File: src/hw/rtl/sss_pkg.sv
// ----------------------------------------------------------------------------
// sss_pkg: shared types and constants for the seven-segment scan serializer
// Holds field widths, the segment table and the word passed through the queue.
// ----------------------------------------------------------------------------
package sss_pkg;

  localparam int VALUE_W         = 16;  // display value width
  localparam int BCD_DIGITS      = 5;   // decimal digits of a 16-bit value
  localparam int BCD_W           = 4 * BCD_DIGITS;
  localparam int BYTE_W          = 8;   // bits per shifted byte
  localparam int WORD_W          = 2 * BYTE_W;
  localparam int DEF_DIGIT_COUNT = 4;
  localparam int QUEUE_DEPTH     = 2;

  // One scan word: segment byte goes out first, then the digit-select byte.
  typedef struct packed {
    logic [BYTE_W-1:0] seg;
    logic [BYTE_W-1:0] sel;
  } word_t;

  // Queue status seen by the two sides.
  typedef struct packed {
    logic not_empty;
    logic full;
  } qstat_t;

  // Common-anode patterns: a 0 bit lights a segment.
  function automatic logic [BYTE_W-1:0] seg_code(input logic [3:0] digit);
    logic [BYTE_W-1:0] code;
    case (digit)
      4'd0:    code = 8'hC0;
      4'd1:    code = 8'hF9;
      4'd2:    code = 8'hA4;
      4'd3:    code = 8'hB0;
      4'd4:    code = 8'h99;
      4'd5:    code = 8'h92;
      4'd6:    code = 8'h82;
      4'd7:    code = 8'hF8;
      4'd8:    code = 8'h80;
      4'd9:    code = 8'h90;
      default: code = 8'hC0;
    endcase
    return code;
  endfunction

endpackage

File: src/hw/rtl/seven_segment_scan_serializer_core.sv
// ----------------------------------------------------------------------------
// seven_segment_scan_serializer_core: multiplexed display shift-register driver
// Turns each display value into one digit's serial bit run for a pair of
// shift registers, rotating through the digit positions.
// ----------------------------------------------------------------------------
// Usage:
//   Each transfer on the slave stream is one scan tick carrying the value to
//   show. The block picks the current digit position, converts the value to
//   decimal and looks up that digit's common-anode segment byte. The master
//   stream then carries seventeen transfers: sixteen bit items (segment byte,
//   then one-hot digit-select byte, most significant bit first) with the
//   shift flag set, and one latch item with the latch flag and tlast set.
//   The position advances by one per tick and wraps at DIGIT_COUNT.
//
//   The decimal conversion runs one bit per cycle. The finished word goes
//   into the queue, and the first bit item then leaves through the output
//   register. The serializer sends 17 items per word, then loads the next
//   word from the queue. The conversion of the next tick overlaps the
//   serializing of this one.
//
//   Reset clears the digit position to zero and empties the queue. When the
//   receiver stalls, the current output transfer holds; up to two converted
//   words wait in the queue, after which the slave side stops accepting.
// ----------------------------------------------------------------------------
module seven_segment_scan_serializer_core import sss_pkg::*; #(
  parameter int DIGIT_COUNT = DEF_DIGIT_COUNT
) (
  input  logic               clk,
  input  logic               rst,
  input  logic               s_tvalid,
  output logic               s_tready,
  input  logic [VALUE_W-1:0] s_tdata,   // [15:0] display_value
  output logic               m_tvalid,
  input  logic               m_tready,
  output logic [BYTE_W-1:0]  m_tdata,   // [0] serial_data, [7:1] zero
  output logic [1:0]         m_tuser,   // [0] shift_strobe, [1] latch_strobe
  output logic               m_tlast    // last: latch item ending the run
);

  qstat_t qstat;
  logic   push;
  logic   pop;
  word_t  push_word;
  word_t  pop_word;

  // Front end: accepts the value and builds the segment and select bytes.
  sss_front #(
    .DIGIT_COUNT(DIGIT_COUNT)
  ) u_front (
    .clk      (clk),
    .rst      (rst),
    .s_tvalid (s_tvalid),
    .s_tready (s_tready),
    .s_tdata  (s_tdata),
    .qstat    (qstat),
    .push     (push),
    .push_word(push_word)
  );

  // The queue lets the conversion run ahead while the output is stalled.
  sss_queue u_queue (
    .clk      (clk),
    .rst      (rst),
    .push     (push),
    .push_word(push_word),
    .pop      (pop),
    .pop_word (pop_word),
    .qstat    (qstat)
  );

  // Back end: serializes each word through a registered output stage.
  sss_back u_back (
    .clk     (clk),
    .rst     (rst),
    .qstat   (qstat),
    .pop_word(pop_word),
    .pop     (pop),
    .m_tvalid(m_tvalid),
    .m_tready(m_tready),
    .m_tdata (m_tdata),
    .m_tuser (m_tuser),
    .m_tlast (m_tlast)
  );

  // Every output item is either a bit item or the latch item, never both.
  a_one_strobe: assert property (@(posedge clk) disable iff (rst)
    m_tvalid |-> $onehot(m_tuser))
    else $error("output item carries no strobe or both strobes");

  // The run ends exactly on the latch item, whose data line is held low.
  a_last_is_latch: assert property (@(posedge clk) disable iff (rst)
    m_tvalid |-> ((m_tlast == m_tuser[1]) && (!m_tuser[1] || (m_tdata == '0))))
    else $error("tlast does not match the latch item or latch data is set");

  // The front never writes a word into a full queue.
  a_no_overflow: assert property (@(posedge clk) disable iff (rst)
    push |-> (!qstat.full || pop))
    else $error("scan word pushed into a full queue");

endmodule

File: src/hw/rtl/sss_front.sv
// ----------------------------------------------------------------------------
// sss_front: input side of the scan serializer
// Converts the value to decimal one bit per cycle and builds the scan word.
// ----------------------------------------------------------------------------
module sss_front import sss_pkg::*; #(
  parameter int DIGIT_COUNT = DEF_DIGIT_COUNT
) (
  input  logic               clk,
  input  logic               rst,
  input  logic               s_tvalid,
  output logic               s_tready,
  input  logic [VALUE_W-1:0] s_tdata,
  input  qstat_t             qstat,
  output logic               push,
  output word_t              push_word
);

  localparam int POS_W = (DIGIT_COUNT > 1) ? $clog2(DIGIT_COUNT) : 1;
  localparam int CNT_W = $clog2(VALUE_W + 1);
  localparam logic [CNT_W-1:0] STEPS   = CNT_W'(VALUE_W);
  localparam logic [POS_W-1:0] POS_MAX = POS_W'(DIGIT_COUNT - 1);

  logic               busy;
  logic [CNT_W-1:0]   cnt;
  logic [VALUE_W-1:0] bin;
  logic [BCD_W-1:0]   bcd;
  logic [POS_W-1:0]   pos;

  logic               done;
  logic               accept;
  logic [BCD_W-1:0]   adj;
  logic [3:0]         digit;
  logic [2:0]         pos3;

  // Shift-and-add-3: correct every digit that would overflow when doubled.
  always_comb begin
    for (int i = 0; i < BCD_DIGITS; i++) begin
      if (bcd[4*i +: 4] >= 4'd5) begin
        adj[4*i +: 4] = bcd[4*i +: 4] + 4'd3;
      end else begin
        adj[4*i +: 4] = bcd[4*i +: 4];
      end
    end
  end

  // Positions past the last decimal digit of a 16-bit value show zero.
  always_comb begin
    pos3  = 3'(pos);
    digit = 4'd0;
    for (int i = 0; i < BCD_DIGITS; i++) begin
      if (pos3 == 3'(i)) begin
        digit = bcd[4*i +: 4];
      end
    end
  end

  assign done          = busy && (cnt == STEPS);
  assign push          = done && !qstat.full;
  assign s_tready      = !busy || push;
  assign accept        = s_tvalid && s_tready;
  assign push_word.seg = seg_code(digit);
  assign push_word.sel = {{(BYTE_W-1){1'b0}}, 1'b1} << pos;

  always_ff @(posedge clk) begin
    if (rst) begin
      busy <= 1'b0;
      pos  <= '0;
    end else begin
      if (push) begin
        pos <= (pos == POS_MAX) ? '0 : pos + POS_W'(1);
      end
      if (accept) begin
        busy <= 1'b1;
      end else if (push) begin
        busy <= 1'b0;
      end
    end
  end

  always_ff @(posedge clk) begin
    if (accept) begin
      bin <= s_tdata;
      bcd <= '0;
      cnt <= '0;
    end else if (busy && !done) begin
      bcd <= {adj[BCD_W-2:0], bin[VALUE_W-1]};
      bin <= {bin[VALUE_W-2:0], 1'b0};
      cnt <= cnt + CNT_W'(1);
    end
  end

endmodule

File: src/hw/rtl/sss_queue.sv
// ----------------------------------------------------------------------------
// sss_queue: short word queue between the front and the back
// Two-entry first-in first-out buffer of scan words.
// ----------------------------------------------------------------------------
module sss_queue import sss_pkg::*; (
  input  logic   clk,
  input  logic   rst,
  input  logic   push,
  input  word_t  push_word,
  input  logic   pop,
  output word_t  pop_word,
  output qstat_t qstat
);

  localparam int AW = $clog2(QUEUE_DEPTH);
  localparam int CW = $clog2(QUEUE_DEPTH + 1);

  word_t         entries [QUEUE_DEPTH];
  logic [AW-1:0] wr_ptr;
  logic [AW-1:0] rd_ptr;
  logic [CW-1:0] count;

  assign qstat.not_empty = (count != '0);
  assign qstat.full      = (count == CW'(QUEUE_DEPTH));
  assign pop_word        = entries[rd_ptr];

  always_ff @(posedge clk) begin
    if (rst) begin
      wr_ptr <= '0;
      rd_ptr <= '0;
      count  <= '0;
    end else begin
      if (push) begin
        wr_ptr <= (wr_ptr == AW'(QUEUE_DEPTH - 1)) ? '0 : wr_ptr + AW'(1);
      end
      if (pop) begin
        rd_ptr <= (rd_ptr == AW'(QUEUE_DEPTH - 1)) ? '0 : rd_ptr + AW'(1);
      end
      if (push && !pop) begin
        count <= count + CW'(1);
      end else if (pop && !push) begin
        count <= count - CW'(1);
      end
    end
  end

  always_ff @(posedge clk) begin
    if (push) begin
      entries[wr_ptr] <= push_word;
    end
  end

endmodule

File: src/hw/rtl/sss_back.sv
// ----------------------------------------------------------------------------
// sss_back: output side of the scan serializer
// Shifts each scan word out one bit per transfer, then sends the latch item.
// ----------------------------------------------------------------------------
module sss_back import sss_pkg::*; (
  input  logic              clk,
  input  logic              rst,
  input  qstat_t            qstat,
  input  word_t             pop_word,
  output logic              pop,
  output logic              m_tvalid,
  input  logic              m_tready,
  output logic [BYTE_W-1:0] m_tdata,
  output logic [1:0]        m_tuser,
  output logic              m_tlast
);

  localparam int CNT_W = $clog2(WORD_W + 1);
  localparam logic [CNT_W-1:0] LATCH_IDX = CNT_W'(WORD_W);

  logic              active;
  logic [CNT_W-1:0]  cnt;
  logic [WORD_W-1:0] sh;
  logic              out_free;
  logic              serial;
  logic              shift_flag;
  logic              latch_flag;

  assign out_free = !m_tvalid || m_tready;
  assign pop      = !active && qstat.not_empty;
  assign m_tdata  = {{(BYTE_W-1){1'b0}}, serial};
  assign m_tuser  = {latch_flag, shift_flag};

  always_ff @(posedge clk) begin
    if (rst) begin
      active   <= 1'b0;
      m_tvalid <= 1'b0;
    end else begin
      if (active && out_free) begin
        m_tvalid <= 1'b1;
        if (cnt == LATCH_IDX) begin
          active <= 1'b0;
        end
      end else if (out_free) begin
        m_tvalid <= 1'b0;
      end
      if (pop) begin
        active <= 1'b1;
      end
    end
  end

  always_ff @(posedge clk) begin
    if (pop) begin
      sh  <= pop_word;
      cnt <= '0;
    end else if (active && out_free) begin
      if (cnt == LATCH_IDX) begin
        serial     <= 1'b0;
        shift_flag <= 1'b0;
        latch_flag <= 1'b1;
        m_tlast    <= 1'b1;
      end else begin
        serial     <= sh[WORD_W-1];
        shift_flag <= 1'b1;
        latch_flag <= 1'b0;
        m_tlast    <= 1'b0;
        sh         <= {sh[WORD_W-2:0], 1'b0};
        cnt        <= cnt + CNT_W'(1);
      end
    end
  end

endmodule
File: config.mk
export PLATFORM = sky130hd
export DESIGN_NAME = seven_segment_scan_serializer_core
export DESIGN_NICKNAME = d
export VERILOG_FILES = /design/src/hw/rtl/sss_pkg.sv /design/src/hw/rtl/seven_segment_scan_serializer_core.sv /design/src/hw/rtl/sss_front.sv /design/src/hw/rtl/sss_queue.sv /design/src/hw/rtl/sss_back.sv
export SDC_FILE = /design/constraint.sdc
export NUM_CORES = 1
export LEC_CHECK = 0
export BUFFER_PORTS_ARGS = -buffer_cell sky130_fd_sc_hd__buf_2
export CAP_MARGIN = 20
export CORE_UTILIZATION = 61
export DETAILED_ROUTE_END_ITERATION = 8
export GPL_ROUTABILITY_DRIVEN = 0
export PLACE_DENSITY = 0.79
export SETUP_SLACK_MARGIN = 0.05
export SYNTH_ARGS = -nofsm -noshare
export SYNTH_HDL_FRONTEND = slang
export SYNTH_HIERARCHICAL = 1
export SYNTH_SLANG_ARGS = --single-unit
export TNS_END_PERCENT = 50
File: constraint.sdc
create_clock -name clk -period 3.1 [get_ports clk]
set_input_delay 0.62 -clock clk [delete_from_list [all_inputs] [get_ports clk]]
set_output_delay 0.62 -clock clk [all_outputs]
set_load 0.1 [all_outputs]
==> results of run 1 <==
cells by family after synthesis:
group | count (synthesis) | synth area share [%]
xor gates and xnor gates | 15 | 2.69
and+or+nand+nor | 184 | 16.2
other | 3 | 0.230
DFF | 103 | 55.9
muxes | 23 | 5.22
AOI/OAI and AO/OA | 60 | 7.73
buffers and inverters | 57 | 6.12
adders and majority gates | 23 | 5.89
critical path: stages (launching register included):
cell	delay, ps
dfxtp_1	410
ha_1	450
a211o_2	170
a21oi_1	40
a221oi_1	470
inv_1	210
ha_1	250
mux2i_1	140
nor2_1	70
per-stage QoR:
step | worst slack (ps) | power [mW] | hold WS (ps)
3_3_place_gp | 822 | 2.97 | 444
6_report | 638 | 3.77 | 477
3_5_place_dp | 674 | 3.02 | 463
4_1_cts | 609 | 3.81 | 479
5_1_grt | 474 | 4.02 | 489
2_1_floorplan | 377 | 2.81 | 429
cell type report:
cell class              instances  share of cell area (%)
multi-input cells             317                    36.3
well taps                     102                    2.45
inverters                      25                    1.85
repair buffers                 33                    3.55
clock buffers                  10                    2.45
clock inverters                 6                   0.984
flip-flops and latches        103                    52.4
Yosys cell counts (all sizes together) (7+ instances only):
cell type | count | area (um^2)
dfxtp | 36 | 721
ha | 23 | 288
buf | 27 | 184
nand2 | 121 | 454
xnor2 | 8 | 70.1
inv | 25 | 96.3
nand3 | 10 | 50.1
edfxtp | 67 | 2010
xor2 | 7 | 61.3
mux2 | 17 | 195
nor2 | 23 | 86.3
o21ai | 16 | 87.6
a21oi | 26 | 130
routing by layer:
layer / global-route usage [%] / wire length, um / up-vias
li1: - / - / 1604
met5: 0 / 0 / -
met2: 36.5 / 4140 / 27
met1: 27.0 / 3770 / 1491
met4: 5.16 / 79 / 0
met3: 6.03 / 208 / 7
path summary, 6_finish.rpt:
| path | start | end | slack [ps] | depth (start not counted) |
|---|---|---|---|---|
| hold / removal | u_back/cnt[4] | u_back/cnt[4] | 480 | 1 |
| hold reg to reg | u_back/cnt[4] | u_back/cnt[4] | 480 | 1 |
| setup / recovery | u_front/pos[0] | u_queue/entries[1][8] | 640 | 8 |
| setup reg to reg | u_front/pos[0] | u_queue/entries[1][8] | 640 | 8 |
state kept, by name, indices dropped and copies added, names as in the netlist, 2 cells and up, named ones only:
register,flops
u_front/bin,16
u_front/pos,2
u_back/sh,16
u_queue/count,2
u_front/cnt,5
u_back/cnt,5
u_front/bcd,16
u_queue/entries,32
power by group through the flow:
stage	registers, mW	clock network [mW]	logic, mW
after detailed placement	1.98	0	1.05
final	1.94	0.785	1.04
after CTS	1.94	0.810	1.05
after global placement	1.96	0	1.01
after floorplan	1.96	0	0.847
after global routing	1.97	0.868	1.19
placed cells by master, fill, tap and decap left out, types with 7 or more instances in the layout:
| cell | instances |
|---|---|
| buf_2 | 25 |
| ha_1 | 23 |
| nor2_1 | 23 |
| mux2_2 | 16 |
| dfxtp_1 | 36 |
| conb_1 | 12 |
| a21oi_1 | 26 |
| buf_4 | 8 |
| edfxtp_1 | 67 |
| xor2_1 | 7 |
| inv_1 | 23 |
| clkbuf_8 | 9 |
| xnor2_1 | 8 |
| nand2_1 | 121 |
| o21ai_0 | 13 |
| nand3_1 | 10 |
==> impl_metrics.env, run 1 <==
export IMPL_antenna_found_initial=0
export IMPL_min_period_over_period_pct=79.4
export IMPL_numCtsBuffers=9
export IMPL_max_cap_viol_count=0
export IMPL_switching_share_pct=34.5
export IMPL_max_freq_ghz=0.406
export IMPL_clock_power_share_pct=20.8
export IMPL_fin_nets=532
export IMPL_p_int_mw=2.47
export IMPL_root_buffer="clkbuf_8"
export IMPL_dp_hpwl_mm=5.53
export IMPL_tightest_slew_ps=738
export IMPL_antenna_cells=0
export IMPL_die_x_um=91.5
export IMPL_combPwrFrac_pct=27.7
export IMPL_hold_violations=0
export IMPL_startpoint_type="register"
export IMPL_grt_pass1_vias=3131
export IMPL_multi_input_area_um2=1890
export IMPL_htreeDepth=3
export IMPL_seq_area_um2=2730
export IMPL_path_clk_slew_ps=100
export IMPL_fin_area_um2=5210
export IMPL_fillers=595
export IMPL_antenna_left=0
export IMPL_skew_ps=9.74
export IMPL_rows=32
export IMPL_routed_via_density=5.25
export IMPL_drc=0
export IMPL_drive_above_1_share_pct=15.4
export IMPL_worst_path_max_fanout=14
export IMPL_die_height_um=91.5
export IMPL_slew_headroom_pct=50.7
export IMPL_tns_ps=0
export IMPL_fin_crit_ps=2460
export IMPL_worstPathArrival_ps=2570
export IMPL_grt_remaining_overflow=0
export IMPL_final_cells=596
export IMPL_drt_iter0_drc=123
export IMPL_required_ps=3210
export IMPL_synth_flop_cell="edfxtp_1"
export IMPL_pin_count=33
export IMPL_dr_total_vias=3129
export IMPL_portBuffers=25
export IMPL_ys_seq_elements=103
export IMPL_p_switching_mw=1.30
export IMPL_async_flop_share_pct=0
export IMPL_status="finished, final reports clean"
export IMPL_seqPwrFrac_pct=51.5
export IMPL_cts_tree="done"
export IMPL_dieArea_um2=8380
export IMPL_numClockSinks=103
export IMPL_dpl_instance_area_um2=5030
export IMPL_grt_setup_unrepaired="false"
export IMPL_drt_wl_total_mm=8.20
export IMPL_ys_warn_count=6
export IMPL_worstSetupPathType="reg -> reg"
export IMPL_syn_cell_area_um2=4890
export IMPL_core_area_um2=7730
export IMPL_synth_edf_count=67
export IMPL_finalSetupViolCount=0
export IMPL_critPathCaptureType="register"
export IMPL_grt_start_max_net_pins=27
export IMPL_slew_viol_final=0
export IMPL_p_leak_nw=2.11
export IMPL_grt_usage_pct=21.4
export IMPL_syn_inst=468
export IMPL_post_cts_buffers=0
export IMPL_final_util_pct=67.4
export IMPL_area_growth_pct=6.60
export IMPL_clk_insertion_delay_late_ps=370
export IMPL_grt_pass1_wl_mm=14.1
export IMPL_initial_core_util_pct=63.3
export IMPL_cts_resized=0
export IMPL_cts_hold_buf=0
export IMPL_power_density_nw_per_um2=723
export IMPL_peakVddDrop_mv=0.466
export IMPL_dp_cells=580
export IMPL_synth_avg_cell_area_um2=10.4
export IMPL_dr_pass1_iters=4
export IMPL_wl_per_cell_um=13.8
export IMPL_hold_path_class="reg -> reg"
export IMPL_synth_cell_type_count=50
export IMPL_clk_path_buf_depth=2
export IMPL_ys_seq_area_share_pct=55.9
Note: power is estimated with default switching activity, not from simulation.
==> run 2, diff against run 1 <==
--- a/config.mk
+++ b/config.mk
@@ -7,10 +7,10 @@
 export LEC_CHECK = 0
 export BUFFER_PORTS_ARGS = -buffer_cell sky130_fd_sc_hd__buf_2
 export CAP_MARGIN = 20
-export CORE_UTILIZATION = 61
+export CORE_UTILIZATION = 55
 export DETAILED_ROUTE_END_ITERATION = 8
 export GPL_ROUTABILITY_DRIVEN = 0
-export PLACE_DENSITY = 0.79
+export PLACE_DENSITY = 0.75
 export SETUP_SLACK_MARGIN = 0.05
 export SYNTH_ARGS = -nofsm -noshare
 export SYNTH_HDL_FRONTEND = slang
==> constraint.sdc (replaced) <==
create_clock -name clk -period 2.2 [get_ports clk]
set_input_delay 0.44 -clock clk [delete_from_list [all_inputs] [get_ports clk]]
set_output_delay 0.44 -clock clk [all_outputs]
set_load 0.1 [all_outputs]
==> run 2 against run 1 <==
Net effect: sequential share of layout area fell by 2.3 points; non-clock buffer count up 8; maximum frequency rose by 16%; flip-flop and latch count did not move; clock power grew 49%; sequential power is 39% higher; utilization decreased by 4.4 points; wire length is 3.7% higher; final cell count rose by 2.3%; die area is 11% higher; count of clock-buffer cells in the layout rose by 1; critical path type unchanged; highest routed layer unchanged.
==> impl_metrics.env, run 2 (synthesis gave the netlist of run 1 again) <==
export IMPL_slew_viol_final=0
export IMPL_cp_depth=9
export IMPL_cts_hold_buf=0
export IMPL_max_freq_ghz=0.472
export IMPL_drive_above_1_share_pct=20.9
export IMPL_layout_commonest_cell="nand2_1"
export IMPL_routed_via_density=5.33
export IMPL_startpoint="u_front/pos[1]"
export IMPL_r2r_slack_ps=80
export IMPL_clk_path_buf_depth=2
export IMPL_largest_reg_flops=32
export IMPL_tns_ps=0
export IMPL_drc=0
export IMPL_dr_total_vias=3249
export IMPL_fin_nets=540
export IMPL_min_period_over_period_pct=96.4
export IMPL_hold_violations=0
export IMPL_root_buffer="clkbuf_8"
export IMPL_cts_tree="done"
export IMPL_rows=34
export IMPL_critPathCaptureType="register"
export IMPL_path_clk_slew_ps=100
export IMPL_rr_worst_depth=9
export IMPL_grt_start_max_net_pins=24
export IMPL_grt_pass1_vias=2872
export IMPL_numCtsBuffers=9
export IMPL_grt_pass1_wl_mm=13.0
export IMPL_core_area_um2=8680
export IMPL_seq_area_um2=2740
export IMPL_dp_cells=591
export IMPL_die_height_um=96.3
export IMPL_hold_path_class="in -> reg"
export IMPL_die_x_um=96.3
export IMPL_cp_slowest_cell="dfxtp_4"
export IMPL_dp_hpwl_mm=5.69
export IMPL_regMostFlops="u_queue/entries"
export IMPL_drt_iter0_drc=126
export IMPL_grt_usage_pct=18.5
export IMPL_htreeDepth=3
export IMPL_cpPeakStageDelay_ps=390
export IMPL_dieArea_um2=9270
export IMPL_pin_count=33
export IMPL_antenna_left=0
export IMPL_slew_headroom_pct=44.6
export IMPL_max_cap_viol_count=0
export IMPL_skew_ps=11.7
export IMPL_grt_remaining_overflow=0
export IMPL_tightest_slew_ps=830
export IMPL_wl_per_cell_um=13.9
export IMPL_drt_wl_total_mm=8.51
export IMPL_power_density_nw_per_um2=995
export IMPL_regToRegEndpoint="u_queue/entries[1][11]"
export IMPL_worstPathArrival_ps=2230
export IMPL_p_leak_nw=2.19
export IMPL_clk_insertion_delay_late_ps=370
export IMPL_crit_chain="inv_2 -> ha_4 -> a211o_2 -> a21oi_1 -> a221oi_2 -> buf_4 -> ha_1 -> mux2i_1 -> nor2_1"
export IMPL_peakVddDrop_mv=0.567
export IMPL_crit_end="u_queue/entries[1][11]"
export IMPL_cp_buffers_inverters=2
export IMPL_final_cells=610
export IMPL_area_growth_pct=11.9
export IMPL_fin_crit_ps=2120
export IMPL_fillers=694
export IMPL_dr_pass1_iters=4
export IMPL_dpl_instance_area_um2=5160
export IMPL_grt_setup_unrepaired="false"
export IMPL_initial_core_util_pct=56.3
export IMPL_status="finished, final reports clean"
export IMPL_mostFrequentLayoutCells="nand2_1, edfxtp_1, dfxtp_1"
export IMPL_antenna_cells=0
export IMPL_multi_input_area_um2=2000
export IMPL_worstSetupPathType="reg -> reg"
export IMPL_portBuffers=25
export IMPL_power_mw=5.44
export IMPL_startpoint_type="register"
export IMPL_rr_startpoint="u_front/pos[1]"
export IMPL_fin_area_um2=5470
export IMPL_cp_top_family="compound AO/OA/AOI/OAI gates"
export IMPL_finalSetupViolCount=0
export IMPL_antenna_found_initial=0
export IMPL_numClockSinks=103
export IMPL_required_ps=2310
export IMPL_worst_path_max_fanout=5
run 2: cell types whose count changed in the layout (fill, tap and decap cells not counted), sizes merged:
cell	before	now
clkinv	3	0
inv	28	30
buf	33	41
clkbuf	10	11
run 2: metal layers:
layer / track usage (%) / share of wire (%) / vias to the layer above
met4: 6.47 / 1.2 / 0
met1: 23.6 / 46 / 1575
met2: 30.7 / 50 / 41
met3: 4.03 / 3.1 / 7
met5: 0 / 0 / -
li1: - / - / 1626
run 2: layout make-up:
class / count / share of cell area (%)
Clock inverter: 5 / 0.847
Sequential cell: 103 / 50.1
Tap cell: 108 / 2.47
Timing Repair Buffer: 41 / 5.45
Inverter: 25 / 1.81
Multi-Input combinational cell: 317 / 36.5
Clock buffer: 11 / 2.77
run 2: power by group:
part	switching [mW]	internal, mW
Sequential	0.149	2.54
Combinational	1.05	0.529
Clock	0.670	0.498
Total	1.87	3.57
run 2: worst min path at each step:
stage	start	end	slack, ps	cells after the start
3_3_place_gp	u_back/cnt[4]	u_back/cnt[4]	450	1
4_1_cts	s_tdata[15]	u_front/bin[15]	310	3
5_1_grt	s_tdata[14]	u_front/bin[14]	320	3
6_report	s_tdata[15]	u_front/bin[15]	320	3
2_1_floorplan	u_back/cnt[4]	u_back/cnt[4]	430	1
3_5_place_dp	u_front/bcd[13]	u_front/bcd[13]	460	2
run 2: stage by stage:
stage | hold slack [ps] | setup WS (ps) | utilization (%)
3_3_place_gp | 450 | 78.8 | 59.5
5_1_grt | 317 | 11.7 | 63.0
4_1_cts | 313 | 50.9 | 61.9
3_5_place_dp | 463 | 12.6 | 59.5
2_1_floorplan | 429 | 51.1 | -
6_report | 323 | 79.5 | 63.0
run 2: what timing repair did:
action / in CTS / in global routing
pin swaps: 1 / 2
setup endpoints to repair: 12 / 23
setup buffers: 2 / 1
resized for setup: 1 / 23
hold endpoints to repair: 0 / 0
run 2: worst register-to-register path, stage by stage (launching register included):
cell,delay (ps)
dfxtp_4,390
inv_2,60
ha_4,180
a211o_2,330
a21oi_1,180
a221oi_2,60
buf_4,160
ha_1,310
mux2i_1,140
nor2_1,70
